==> config.mk <==
export PLATFORM = sky130hd
export DESIGN_NAME = comment_whitespace_stripper_flat
export DESIGN_NICKNAME = d
export VERILOG_FILES = /design/src/sv/cws_pkg.sv /design/src/sv/cws_in_if.sv /design/src/sv/cws_out_if.sv /design/src/sv/cws_front.sv /design/src/sv/cws_fifo.sv /design/src/sv/cws_back.sv /design/src/sv/comment_whitespace_stripper.sv /design/src/flat_wrapper.sv
export VERILOG_INCLUDE_DIRS = /design/src /design/src/sv
export SDC_FILE = /design/constraint.sdc
export NUM_CORES = 1
export LEC_CHECK = 0
export ABC_AREA = 1
export BUFFER_PORTS_ARGS = -buffer_cell sky130_fd_sc_hd__buf_2
export CORE_UTILIZATION = 61
export CTS_BUF_LIST = sky130_fd_sc_hd__clkbuf_8 sky130_fd_sc_hd__clkbuf_16
export CTS_CLUSTER_DIAMETER = 100
export DETAILED_ROUTE_END_ITERATION = 10
export PLACE_DENSITY = 0.83
export SLEW_MARGIN = 10
export SYNTH_ARGS = -nofsm -noshare
export SYNTH_HDL_FRONTEND = slang
export SYNTH_SLANG_ARGS = --single-unit
==> constraint.sdc <==
create_clock -name clk -period 3.13 [get_ports clk]
set_input_delay 0.1565 -clock clk [delete_from_list [all_inputs] [get_ports clk]]
set_output_delay 0.1565 -clock clk [all_outputs]
set_load 0.01 [all_outputs]
==> src/sv/comment_whitespace_stripper_macros.svh <==
// ----------------------------------------------------------------------------
// Comment and whitespace stripper assertion macros
// Checks on clk, disabled while rst_n is low.
// ----------------------------------------------------------------------------
`ifndef COMMENT_WHITESPACE_STRIPPER_MACROS_SVH
`define COMMENT_WHITESPACE_STRIPPER_MACROS_SVH

// same-cycle implication
`define CWS_ASSERT_SAME(label, ante, cons) \
  label: assert property (@(posedge clk) disable iff (!rst_n) (ante) |-> (cons)) \
    else $error("cws assertion failed");

// next-cycle implication
`define CWS_ASSERT_NEXT(label, ante, cons) \
  label: assert property (@(posedge clk) disable iff (!rst_n) (ante) |=> (cons)) \
    else $error("cws assertion failed");

`endif

==> src/sv/cws_pkg.sv <==
`timescale 1ns / 1ps
// ----------------------------------------------------------------------------
// Comment and whitespace stripper package
// Character codes, result types and the per-byte classification function.
// ----------------------------------------------------------------------------
package cws_pkg;

  localparam logic [7:0] CH_DQUOTE = 8'h22;
  localparam logic [7:0] CH_SQUOTE = 8'h27;
  localparam logic [7:0] CH_BSLASH = 8'h5C;
  localparam logic [7:0] CH_SLASH  = 8'h2F;
  localparam logic [7:0] CH_STAR   = 8'h2A;
  localparam logic [7:0] CH_LF     = 8'h0A;
  localparam logic [7:0] CH_CR     = 8'h0D;
  localparam logic [7:0] CH_SPACE  = 8'h20;
  localparam logic [7:0] CH_TAB    = 8'h09;
  localparam logic [7:0] CH_NUL    = 8'h00;

  localparam logic [1:0] KIND_NONE  = 2'd0;
  localparam logic [1:0] KIND_LINE  = 2'd1;
  localparam logic [1:0] KIND_BLOCK = 2'd2;

  typedef struct packed {
    logic [7:0] out_byte;
    logic       byte_valid;
    logic       run_last;
    logic       text_end;
  } res_t;

  typedef struct packed {
    res_t r0;
    res_t r1;
    logic two;
  } group_t;

  typedef struct packed {
    logic full;
    logic empty;
  } q_stat_t;

  typedef struct packed {
    logic       in_string;
    logic [1:0] kind;
    logic       keep;
  } judge_t;

  function automatic logic is_ws(input logic [7:0] c);
    return (c == CH_SPACE) || (c >= CH_TAB && c <= CH_CR);
  endfunction

  function automatic judge_t judge(input logic       in_string,
                                   input logic [1:0] kind,
                                   input logic [7:0] bef,
                                   input logic       bef_v,
                                   input logic [7:0] c,
                                   input logic [7:0] look);
    judge_t     r;
    logic       prev_bs;
    logic       prev_star;
    logic [1:0] entry;
    prev_bs     = bef_v && (bef == CH_BSLASH);
    prev_star   = bef_v && (bef == CH_STAR);
    entry       = kind;
    r.in_string = in_string;
    r.kind      = kind;
    r.keep      = 1'b0;
    if (kind == KIND_NONE && (c == CH_DQUOTE || c == CH_SQUOTE) && !prev_bs) begin
      r.in_string = !in_string;
    end
    if (r.in_string) begin
      r.keep = 1'b1;
    end else begin
      if (kind == KIND_NONE && c == CH_SLASH) begin
        if (look == CH_SLASH) begin
          r.kind = KIND_LINE;
        end else if (look == CH_STAR) begin
          r.kind = KIND_BLOCK;
        end
      end
      r.keep = (r.kind == KIND_NONE) && !is_ws(c);
      if (entry == KIND_LINE && (c == CH_LF || c == CH_CR)) begin
        r.kind = KIND_NONE;
      end else if (entry == KIND_BLOCK && prev_star && c == CH_SLASH) begin
        r.kind = KIND_NONE;
      end
    end
    return r;
  endfunction

endpackage

==> src/sv/cws_in_if.sv <==
`timescale 1ns / 1ps
// ----------------------------------------------------------------------------
// Input byte channel
// Valid/ready channel carrying one raw text byte and its end flag.
// ----------------------------------------------------------------------------
interface cws_in_if;
  logic       valid;
  logic       ready;
  logic [7:0] in_byte;
  logic       text_last;

  modport source (output valid, output in_byte, output text_last, input ready);
  modport sink   (input valid, input in_byte, input text_last, output ready);
endinterface

==> src/sv/cws_out_if.sv <==
`timescale 1ns / 1ps
// ----------------------------------------------------------------------------
// Result channel
// Valid/ready channel carrying one kept byte or an end marker.
// ----------------------------------------------------------------------------
interface cws_out_if;
  logic       valid;
  logic       ready;
  logic [7:0] out_byte;
  logic       byte_valid;
  logic       run_last;
  logic       text_end;

  modport source (output valid, output out_byte, output byte_valid,
                  output run_last, output text_end, input ready);
  modport sink   (input valid, input out_byte, input byte_valid,
                  input run_last, input text_end, output ready);
endinterface

==> src/sv/cws_front.sv <==
`timescale 1ns / 1ps
// ----------------------------------------------------------------------------
// Stripper front end
// Accepts bytes, tracks string and comment state, pushes result groups.
// ----------------------------------------------------------------------------
module cws_front (
  input  logic              clk,
  input  logic              rst_n,
  cws_in_if.sink            in_chan,
  input  cws_pkg::q_stat_t  q_stat,
  output logic              q_push,
  output cws_pkg::group_t   q_group
);
  import cws_pkg::*;

  logic [7:0] held_byte_r,    held_byte_nxt;
  logic       held_valid_r,   held_valid_nxt;
  logic [7:0] before_byte_r,  before_byte_nxt;
  logic       before_valid_r, before_valid_nxt;
  logic       in_string_r,    in_string_nxt;
  logic [1:0] kind_r,         kind_nxt;

  logic       in_acc;
  judge_t     j0;
  judge_t     j1;
  logic       keep0;
  logic       str1;
  logic [1:0] kind1;
  logic [7:0] bef1;
  logic       bv1;
  res_t       res_held;
  res_t       res_last;

  assign in_chan.ready = !q_stat.full;
  assign in_acc        = in_chan.valid && in_chan.ready;

  assign j0    = judge(in_string_r, kind_r, before_byte_r, before_valid_r,
                       held_byte_r, in_chan.in_byte);
  assign keep0 = held_valid_r && j0.keep;
  assign str1  = held_valid_r ? j0.in_string : in_string_r;
  assign kind1 = held_valid_r ? j0.kind : kind_r;
  assign bef1  = held_valid_r ? held_byte_r : before_byte_r;
  assign bv1   = held_valid_r || before_valid_r;
  assign j1    = judge(str1, kind1, bef1, bv1, in_chan.in_byte, CH_NUL);

  assign res_held = '{out_byte: held_byte_r, byte_valid: 1'b1,
                      run_last: 1'b1, text_end: 1'b0};
  assign res_last = '{out_byte: in_chan.in_byte, byte_valid: 1'b1,
                      run_last: 1'b1, text_end: 1'b1};

  always_comb begin
    q_group    = '0;
    q_push     = 1'b0;
    if (!in_chan.text_last) begin
      q_push   = in_acc && keep0;
      q_group.r0 = res_held;
    end else begin
      q_push = in_acc;
      case ({keep0, j1.keep})
        2'b11: begin
          q_group.r0          = res_held;
          q_group.r0.run_last = 1'b0;
          q_group.r1          = res_last;
          q_group.two         = 1'b1;
        end
        2'b10: begin
          q_group.r0          = res_held;
          q_group.r0.text_end = 1'b1;
        end
        2'b01: begin
          q_group.r0 = res_last;
        end
        default: begin
          q_group.r0 = '{out_byte: CH_NUL, byte_valid: 1'b0,
                         run_last: 1'b1, text_end: 1'b1};
        end
      endcase
    end
  end

  always_comb begin
    held_byte_nxt    = held_byte_r;
    held_valid_nxt   = held_valid_r;
    before_byte_nxt  = before_byte_r;
    before_valid_nxt = before_valid_r;
    in_string_nxt    = in_string_r;
    kind_nxt         = kind_r;
    if (in_acc) begin
      if (in_chan.text_last) begin
        held_byte_nxt    = '0;
        held_valid_nxt   = 1'b0;
        before_byte_nxt  = '0;
        before_valid_nxt = 1'b0;
        in_string_nxt    = 1'b0;
        kind_nxt         = KIND_NONE;
      end else begin
        held_byte_nxt    = in_chan.in_byte;
        held_valid_nxt   = 1'b1;
        before_byte_nxt  = bef1;
        before_valid_nxt = bv1;
        in_string_nxt    = str1;
        kind_nxt         = kind1;
      end
    end
  end

  always_ff @(posedge clk) begin
    if (!rst_n) begin
      held_byte_r    <= '0;
      held_valid_r   <= 1'b0;
      before_byte_r  <= '0;
      before_valid_r <= 1'b0;
      in_string_r    <= 1'b0;
      kind_r         <= KIND_NONE;
    end else begin
      held_byte_r    <= held_byte_nxt;
      held_valid_r   <= held_valid_nxt;
      before_byte_r  <= before_byte_nxt;
      before_valid_r <= before_valid_nxt;
      in_string_r    <= in_string_nxt;
      kind_r         <= kind_nxt;
    end
  end

endmodule

==> src/sv/cws_fifo.sv <==
`timescale 1ns / 1ps
// ----------------------------------------------------------------------------
// Stripper result queue
// Short queue of result groups between the front and back ends.
// ----------------------------------------------------------------------------
module cws_fifo #(
  parameter int DEPTH = 4
) (
  input  logic              clk,
  input  logic              rst_n,
  input  logic              push,
  input  cws_pkg::group_t   push_group,
  input  logic              pop,
  output cws_pkg::group_t   head_group,
  output cws_pkg::q_stat_t  stat
);
  import cws_pkg::*;

  localparam int PW = (DEPTH > 1) ? $clog2(DEPTH) : 1;
  localparam int CW = $clog2(DEPTH + 1);
  localparam logic [PW-1:0] PTR_LAST = PW'(DEPTH - 1);
  localparam logic [CW-1:0] CNT_FULL = CW'(DEPTH);

  group_t          mem [DEPTH];
  logic [PW-1:0]   wr_ptr_r, wr_ptr_nxt;
  logic [PW-1:0]   rd_ptr_r, rd_ptr_nxt;
  logic [CW-1:0]   cnt_r,    cnt_nxt;
  logic            do_push;
  logic            do_pop;

  assign stat.full  = (cnt_r == CNT_FULL);
  assign stat.empty = (cnt_r == '0);
  assign do_push    = push && !stat.full;
  assign do_pop     = pop && !stat.empty;
  assign head_group = mem[rd_ptr_r];

  always_comb begin
    wr_ptr_nxt = wr_ptr_r;
    rd_ptr_nxt = rd_ptr_r;
    cnt_nxt    = cnt_r;
    if (do_push) begin
      wr_ptr_nxt = (wr_ptr_r == PTR_LAST) ? '0 : wr_ptr_r + PW'(1);
    end
    if (do_pop) begin
      rd_ptr_nxt = (rd_ptr_r == PTR_LAST) ? '0 : rd_ptr_r + PW'(1);
    end
    case ({do_push, do_pop})
      2'b10:   cnt_nxt = cnt_r + CW'(1);
      2'b01:   cnt_nxt = cnt_r - CW'(1);
      default: cnt_nxt = cnt_r;
    endcase
  end

  always_ff @(posedge clk) begin
    if (do_push) begin
      mem[wr_ptr_r] <= push_group;
    end
  end

  always_ff @(posedge clk) begin
    if (!rst_n) begin
      wr_ptr_r <= '0;
      rd_ptr_r <= '0;
      cnt_r    <= '0;
    end else begin
      wr_ptr_r <= wr_ptr_nxt;
      rd_ptr_r <= rd_ptr_nxt;
      cnt_r    <= cnt_nxt;
    end
  end

endmodule

==> src/sv/cws_back.sv <==
`timescale 1ns / 1ps
// ----------------------------------------------------------------------------
// Stripper back end
// Splits queued result groups into single results behind an output register.
// ----------------------------------------------------------------------------
module cws_back (
  input  logic              clk,
  input  logic              rst_n,
  input  cws_pkg::group_t   head_group,
  input  cws_pkg::q_stat_t  q_stat,
  output logic              q_pop,
  cws_out_if.source         out_chan
);
  import cws_pkg::*;

  logic out_valid_r, out_valid_nxt;
  res_t out_res_r,   out_res_nxt;
  logic idx_r,       idx_nxt;
  logic load;
  logic head_valid;
  logic group_done;

  assign head_valid = !q_stat.empty;
  assign load       = !out_valid_r || out_chan.ready;
  assign group_done = idx_r || !head_group.two;
  assign q_pop      = load && head_valid && group_done;

  always_comb begin
    out_valid_nxt = out_valid_r;
    out_res_nxt   = out_res_r;
    idx_nxt       = idx_r;
    if (load) begin
      out_valid_nxt = head_valid;
      if (head_valid) begin
        out_res_nxt = idx_r ? head_group.r1 : head_group.r0;
        idx_nxt     = !group_done;
      end
    end
  end

  always_ff @(posedge clk) begin
    out_res_r <= out_res_nxt;
  end

  always_ff @(posedge clk) begin
    if (!rst_n) begin
      out_valid_r <= 1'b0;
      idx_r       <= 1'b0;
    end else begin
      out_valid_r <= out_valid_nxt;
      idx_r       <= idx_nxt;
    end
  end

  assign out_chan.valid      = out_valid_r;
  assign out_chan.out_byte   = out_res_r.out_byte;
  assign out_chan.byte_valid = out_res_r.byte_valid;
  assign out_chan.run_last   = out_res_r.run_last;
  assign out_chan.text_end   = out_res_r.text_end;

endmodule

==> src/sv/comment_whitespace_stripper.sv <==
`timescale 1ns / 1ps
// ----------------------------------------------------------------------------
// Comment and whitespace stripper
// Passes string contents and significant bytes; drops whitespace and comments.
// ----------------------------------------------------------------------------
// Usage:
//   in_chan carries one text byte per request plus text_last on the final one.
//   out_chan carries kept bytes; a text with nothing kept ends in one marker
//   request with byte_valid low. text_end marks the final request of a text.
//   One byte is held back as lookahead, so a byte's result is produced when
//   the byte after it is accepted; the final byte flushes both.
//   The front logic pushes a request's results into the queue as one group
//   when the request is accepted; the back end then moves each result into
//   the output register whenever that register is empty or being taken.
//   Throughput: one byte per cycle while the queue is not full; a final byte
//   that yields two results is one group in the queue (QUEUE_DEPTH groups).
//   Reset clears string/comment state, the held byte and the queue.
//   When out_chan stalls, the output register holds and the queue fills;
//   in_chan.ready drops only once the queue is full.
// ----------------------------------------------------------------------------
`include "comment_whitespace_stripper_macros.svh"

module comment_whitespace_stripper #(
  parameter int QUEUE_DEPTH = 4
) (
  input  logic       clk,
  input  logic       rst_n,
  cws_in_if.sink     in_chan,
  cws_out_if.source  out_chan
);
  import cws_pkg::*;

  logic    q_push;
  logic    q_pop;
  group_t  q_group;
  group_t  head_group;
  q_stat_t q_stat;

  cws_front u_front (
    .clk     (clk),
    .rst_n   (rst_n),
    .in_chan (in_chan),
    .q_stat  (q_stat),
    .q_push  (q_push),
    .q_group (q_group)
  );

  cws_fifo #(
    .DEPTH (QUEUE_DEPTH)
  ) u_fifo (
    .clk        (clk),
    .rst_n      (rst_n),
    .push       (q_push),
    .push_group (q_group),
    .pop        (q_pop),
    .head_group (head_group),
    .stat       (q_stat)
  );

  cws_back u_back (
    .clk        (clk),
    .rst_n      (rst_n),
    .head_group (head_group),
    .q_stat     (q_stat),
    .q_pop      (q_pop),
    .out_chan   (out_chan)
  );

  `CWS_ASSERT_SAME(a_no_overflow, q_push, !q_stat.full)
  `CWS_ASSERT_NEXT(a_last_queued, in_chan.valid && in_chan.ready && in_chan.text_last, !q_stat.empty)
  `CWS_ASSERT_SAME(a_marker_ends, out_chan.valid && !out_chan.byte_valid, out_chan.text_end && out_chan.run_last)
  `CWS_ASSERT_SAME(a_end_is_last, out_chan.valid && out_chan.text_end, out_chan.run_last)

endmodule

==> src/flat_wrapper.sv <==
// flat-port wrapper written by rule: the top's interface ports become plain ports
module comment_whitespace_stripper_flat import cws_pkg::*;
#(
  parameter int QUEUE_DEPTH = 4
)
  (clk, rst_n, in_chan_valid, in_chan_in_byte, in_chan_text_last, in_chan_ready, out_chan_valid, out_chan_out_byte, out_chan_byte_valid, out_chan_run_last, out_chan_text_end, out_chan_ready);
  cws_in_if in_chan_i ();
  cws_out_if out_chan_i ();
  input  logic clk;
  input  logic rst_n;
  input wire logic [$bits(in_chan_i.valid)-1:0] in_chan_valid;
  input wire logic [$bits(in_chan_i.in_byte)-1:0] in_chan_in_byte;
  input wire logic [$bits(in_chan_i.text_last)-1:0] in_chan_text_last;
  output wire logic [$bits(in_chan_i.ready)-1:0] in_chan_ready;
  output wire logic [$bits(out_chan_i.valid)-1:0] out_chan_valid;
  output wire logic [$bits(out_chan_i.out_byte)-1:0] out_chan_out_byte;
  output wire logic [$bits(out_chan_i.byte_valid)-1:0] out_chan_byte_valid;
  output wire logic [$bits(out_chan_i.run_last)-1:0] out_chan_run_last;
  output wire logic [$bits(out_chan_i.text_end)-1:0] out_chan_text_end;
  input wire logic [$bits(out_chan_i.ready)-1:0] out_chan_ready;
  assign in_chan_i.valid = in_chan_valid;
  assign in_chan_i.in_byte = in_chan_in_byte;
  assign in_chan_i.text_last = in_chan_text_last;
  assign in_chan_ready = in_chan_i.ready;
  assign out_chan_valid = out_chan_i.valid;
  assign out_chan_out_byte = out_chan_i.out_byte;
  assign out_chan_byte_valid = out_chan_i.byte_valid;
  assign out_chan_run_last = out_chan_i.run_last;
  assign out_chan_text_end = out_chan_i.text_end;
  assign out_chan_i.ready = out_chan_ready;
  comment_whitespace_stripper #(.QUEUE_DEPTH(QUEUE_DEPTH)) u_core (.clk(clk), .rst_n(rst_n), .in_chan(in_chan_i), .out_chan(out_chan_i));
endmodule
# == Word level (Yosys, flattened, before mapping) ==
# Memory sizes are Yosys's and may differ from the RTL's. A register that Yosys moved wholly into a read port is not among the register bits.
# Index checks and enable logic that the tools add are counted.
# totals
reg_bits,41
latch_bits,0
ram_bits,92
romBits,0
inputBits,13
output_inout_bits,13
word_cells,129
n_memories,1
# mem_list
memory,depth,width,read_ports,rd_ports_with_merged_regs,write_ports,line_no,source
u_core.u_fifo.mem,4,23,1,1,1,cws_fifo.sv:24,group_t mem [DEPTH];
# classes
n_addsub,4
mul,0
div,0
order_cmp,4
eq_ne,24
shifts,0
n_mux,33
n_bitwise,1
reduce_logical,47
# ops
cell,n
equality test 8 x 6 -> 1 bit (second input constant),10
case mux 11 bit (3 select lines),1
two-way mux 2 bit,13
two-way mux 12 bit,2
two-way mux 8 bit,3
logical AND 1 bit,22
two-way mux 11 bit,2
equality test 8 x 4 -> 1 bit (second input constant),2
equality test 8 x 7 -> 1 bit (second input constant),2
>= comparator 8 x 4 -> 1 bit (second input constant),2
<= comparator 8 x 4 -> 1 bit (second input constant),2
equality test 2 bit (second input constant),6
zero test 1 bit,11
two-way mux 1 bit,11
logical OR 1 bit,8
equality test 2 x 1 -> 1 bit (second input constant),3
zero test 2 bit,3
case mux 3 bit (2 select lines),1
adder 2 x 1 -> 2 bit (second input constant),2
adder 3 x 1 -> 3 bit (second input constant),1
equality test 3 bit (second input constant),1
zero test 3 bit,1
subtractor 3 x 1 -> 3 bit (second input constant),1
AND reduction 2 bit,1
other kinds (2),2

# == Logic depth before layout (Yosys ltp) ==
# depth
ltp_word,18
depth_mapped,19
ltp_nobuf,19

# == By module ==
# A second synthesis with hierarchy kept.
# unflattened
cells_unflattened,623
area_unflattened_um2,6453.7
# modules_own_cells
module,n_inst,cells_each,area_per_inst_um2,seq_area_each_um2
cws_fifo,1,293,4237.8,2942.8
cws_front,1,269,1642.8,420.4
cws_back,1,61,573.0,370.4

# == Worst setup path after synthesis ==
# No wires, ideal clock.
# synth_timing
kind,flip-flop to flip-flop
startpoint,register u_core.u_fifo.cnt_r[1]
endpoint,register u_core.u_fifo.cnt_r[2]
setup_ns,0.122
t_arrival_ns,2.427
required_ns,3.008
path_slack_ns,0.580
stages_incl_launch_ff,12
path_buffers,0
synth_period_minus_slack_ns,2.550
path_cell_list,dfxtp_1 -> inv_1 -> a31oi_1 -> nand2_1 -> inv_1 -> ha_1 -> inv_1 -> fa_1 -> a21oi_1 -> o21ai_0 -> o21ai_0 -> a21oi_1
# synth_between
word_cells_on_any_way,17
cone_classes,add/sub: 2; eq/ne: 3; mux: 2; reduce/logical: 10
# synth_rtl
item,line_no,source
from (decl),cws_fifo.sv:27,"logic [CW-1:0] cnt_r, cnt_nxt;"
from (signal assigned),cws_fifo.sv:68,cnt_r <= cnt_nxt;
zero test 3 bit (*),cws_fifo.sv:32,assign stat.empty = (cnt_r == '0);
zero test 1 bit (*),"cws_fifo.sv:34, cws_back.sv:23",
logical AND 1 bit (2 in series),cws_back.sv:26,assign q_pop = load && head_valid && group_done;
logical AND 1 bit (*),cws_fifo.sv:34,assign do_pop = pop && !stat.empty;
net u_core.u_fifo.do_pop,cws_fifo.sv:29,logic do_pop;
equality test 2 x 1 -> 1 bit or equality test 2 bit (tied branches),cws_fifo.sv:47,"case ({do_push, do_pop})"
case mux 3 bit (2 select lines) or nonzero test 2 bit (tied branches),--,
# The timed path passes the listed nets; every way through them passes the cells marked *.
# A chain may end at the register's enable or synchronous reset.

# == Worst setup path after layout ==
# layout_timing
startpoint,input in_chan_in_byte[6]
endpoint,register u_core.u_fifo.cnt_r[2]
# layout_between
elab_chain_cells,14
word_cells_on_any_way,17
cone_classes,eq/ne: 4; mux: 7; reduce/logical: 6
# layout_lines
item,line_no,source
from (decl),flat_wrapper.sv:12,input wire logic [$bits(in_chan_i.in_byte)-1:0] in_chan_in_byte;
equality test 8 x 6 -> 1 bit,cws_pkg.sv:76,end else if (look == CH_STAR) begin
two-way mux 2 bit,cws_pkg.sv:76,
two-way mux 2 bit (*),cws_pkg.sv:74,if (look == CH_SLASH) begin
two-way mux 2 bit (*),cws_pkg.sv:73,if (kind == KIND_NONE && c == CH_SLASH) begin
two-way mux 2 bit (*),cws_pkg.sv:70,if (r.in_string) begin
zero test 2 bit (*),cws_pkg.sv:80,r.keep = (r.kind == KIND_NONE) && !is_ws(c);
logical AND 1 bit (*),cws_pkg.sv:80,
two-way mux 1 bit (*),cws_pkg.sv:70,
logical AND 1 bit (*),cws_front.sv:39,assign keep0 = held_valid_r && j0.keep;
logical AND 1 bit (*),cws_front.sv:55,q_push = in_acc && keep0;
two-way mux 1 bit (*),cws_front.sv:54,if (!in_chan.text_last) begin
logical AND 1 bit (*),cws_fifo.sv:33,assign do_push = push && !stat.full;
equality test 2 x 1 -> 1 bit or equality test 2 bit (tied branches),cws_fifo.sv:47,
case mux 3 bit (2 select lines) or nonzero test 2 bit (tied branches),--,
# Every way passes the cells marked *; elsewhere a longest branch is shown, timed or not. The select of a mux whose other input is x is not followed.

==> results.cfg <==
[power_and_ir_drop]
leakage_nw = 2.46
ir_worst_vdd_mv = 0.518
powerDensity_nw_per_um2 = 853

[drt]
dr.pass1.iters = 6
wl_um = 12500
drt_iter0_markers = 312
wl_per_cell_um = 16.9
drtAntennaViolNets = 0
drc = 0
vias_per_cell = 5.87
vias = 4328

[synthesis]
synthFlopType = edfxtp_1
synth_most_common_cell = nand2_1
yosysUniqueCellTypes = 32
yosys-top-cells-area = edfxtp_1, dfxtp_1, nand2_1
synth_common_cells = nand2_1, nor2_1, edfxtp_1, o21ai_0, inv_1
synth_edf_count = 91
synth-seq-cells = 123
yosysWarningCount = 0
synth_top_family_by_area = simple AND/OR/NAND/NOR gates
synthXorXnorAreaFrac = 0
syn-num-nets = 594
syn_area_per_cell_um2 = 9.58
synthAdderAreaFrac = 0.0173
synth-simple-area-share = 0.201
synth.cell_area_um2 = 5500
synth_top_area_frac = 0.497
synth_cells = 574
synth.area.mux_share = 0
synth_compound_area_frac = 0.115
synth_top_area_cell = edfxtp_1
yosysSeqAreaShare = 0.613
async_flop_share = 0

[place]
place_congestion = 0.966
dp.cells = 696
place_area_um2 = 5760
io_buffers = 25
dp_hpwl_um = 7770

[critical_path]
crit_chain = dlygate4sd3_1 > buf_2 > nor2_1 > nand3_1 > nor2_1 > nand2_1 > nand2_1 > nor2_1 > nand3_1 > nand2_1 > nand2_1 > nand2_1 > nand2_2 > ha_1 > inv_1 > fa_1 > a21oi_1 > o21ai_0 > o21ai_0 > a21oi_1
cp_data_required_time_ns = 3.53
path_delay_family = simple AND/OR/NAND/NOR gates
timing.critical_path.to_type = flop
cpMaxStageDelayCell = dlygate4sd3_1
critPathKind = in2reg
crit_path_start_kind = primary input
cpPeakStageDelay_ns = 0.53
cp_common_cell = nand2_1
crit_fanout = 8
arrival_ns = 3.13
worst-path-buf-inv = 3

[die]
fp.dieW_um = 97.0
die_h_um = 97.0
core_um2 = 8720
dieArea_um2 = 9400
std_cell_rows = 34
io_pins = 26
initial_utilization = 0.631

[run]
maxCapViolations = 0

[layout]
nets = 636
syn_to_final_growth_pct = 17.8
diodes = 0
fin_cells = 737
final_area_um2 = 6480
num-fill-cells = 591
drive_gt1_frac = 0.165

[grt]
grt_usage = 0.285
grt_pass1_vias = 4247
gr-total-overflow = 0
antenna_found_initial = 0
grt_pass1_wl_um = 20500
grt_max_degree = 39

[status]
status = complete, no violations

[cts]
root_buffer = clkbuf_8
clock_path_buffers = 2
cts_tree = yes
cts_setup_buffers = 0
cts.sinks = 123
worstSkewPairLatency_ns = 0.52
cts_buffers = 17
path_clk_slew_ns = 0.06
htree_levels = 4

[sta]
finalCritPeriodShare = 0.873
slew_headroom = 0.315
rsz0062_at_grt = false
drv_slew = 0
report.final.hold_viol_count = 0
skew_ns = 0.00718
worst_pin_slew_ns = 1.02
timing.setup.tns_ns = 0
finalCriticalPeriod_ns = 2.73
setup_viol = 0
max_freq_mhz = 366

[min_path]
min_path_type = in2reg
[cell type report]
type / instances / area [um2] / share of cell area
multi-input combinational: 375 / 1830 / 0.283
inverter: 52 / 195 / 0.0301
tap: 108 / 135 / 0.0209
clock buffer: 17 / 414 / 0.0639
clock inverter: 15 / 211 / 0.0326
timing repair buffer: 47 / 313 / 0.0483
sequential: 123 / 3380 / 0.521
[worst min-delay path: stages]
cell and delay (ns):
buf_2 0.08, nor2_1 0.05, o21ai_0 0.18, inv_1 0.05
[cells in the final DEF (no fill, tap or decap), types with 4 or more instances in the layout]
cell             n
nand3_1         23
ha_1             6
buf_2           25
nand2_1        101
bufinv_16        4
o21ai_0         54
nor2_1         101
dlygate4sd3_1    9
nand2_2          8
dfxtp_1         29
edfxtp_1        91
clkbuf_16       16
a31oi_1         10
inv_1           44
nor2_2           9
a21oi_1         27
o22ai_1          9
clkinvlp_4       4
a2bb2oi_1        5
inv_2            6
buf_4           13
inv_6            5
[layer usage]
layer / track usage / vias up / wire length, um
met5: 0 / - / 0
met4: 0.163 / 0 / 351
met3: 0.0499 / 37 / 886
met2: 0.473 / 204 / 6310
met1: 0.352 / 2047 / 4940
li1: - / 2040 / -
[logic make-up (layout without fill, tap and decap cells)]
logic type,Yosys count,after routing
flops,123,123
compound gates,112,112
fa+ha+maj,7,7
simple gates,256,256
buf+inv,76,131
[power by group]
part	switching [W]	internal, W
logic	0.000905	0.000436
registers	0.0000901	0.00205
clock network	0.000739	0.00131
total	0.00173	0.00379
[path summary, 6_finish.rpt]
check,depth (start not counted),startpoint,slack [ns],to
setup reg to reg,19,u_core.u_front.held_byte_r[5]$_SDFFE_PN0P_,0.40,u_core.u_fifo.cnt_r[2]$_SDFFE_PN0P_
setup / recovery,20,in_chan_in_byte[6],0.40,u_core.u_fifo.cnt_r[2]$_SDFFE_PN0P_
hold / removal,4,out_chan_ready,0.03,u_core.u_back.out_chan.valid$_SDFFE_PN0N_
hold reg to reg,1,u_core.u_fifo.cnt_r[0]$_SDFFE_PN0P_,0.46,u_core.u_fifo.cnt_r[0]$_SDFFE_PN0P_
[registers in the layout (all words and copies together), names as in the netlist, 2 cells and up, named ones only]
register / flops
u_core.u_front.before_byte_r: 8
u_core.u_fifo.rd_ptr_r: 2
u_core.u_front.kind_r: 2
u_core.u_fifo.wr_ptr_r: 2
u_core.u_front.held_byte_r: 8
u_core.u_fifo.mem: 80
u_core.u_back.out_chan.out_byte: 8
u_core.u_fifo.cnt_r: 3
[stage by stage]
step | power [W] | worst slack (ns) | util | hold WS [ns]
final | 0.00552 | 0.398 | 0.743 | 0.0282
after detailed placement | 0.00348 | 0.429 | 0.660 | 0.442
after global placement | 0.00340 | 0.566 | 0.660 | 0.432
after floorplan | 0.00304 | 0.580 | - | 0.301
after CTS | 0.00554 | 0.373 | 0.742 | 0.0216
after global routing | 0.00578 | 0.0617 | 0.743 | 0.0830
[repair_timing]
item                       in CTS  in global routing
hold buffers                    9                  0
hold endpoints to repair       15                  0
gates resized for setup         0                  4
setup endpoints to repair       0                  1
Note: power is estimated with default switching activity, not from simulation.
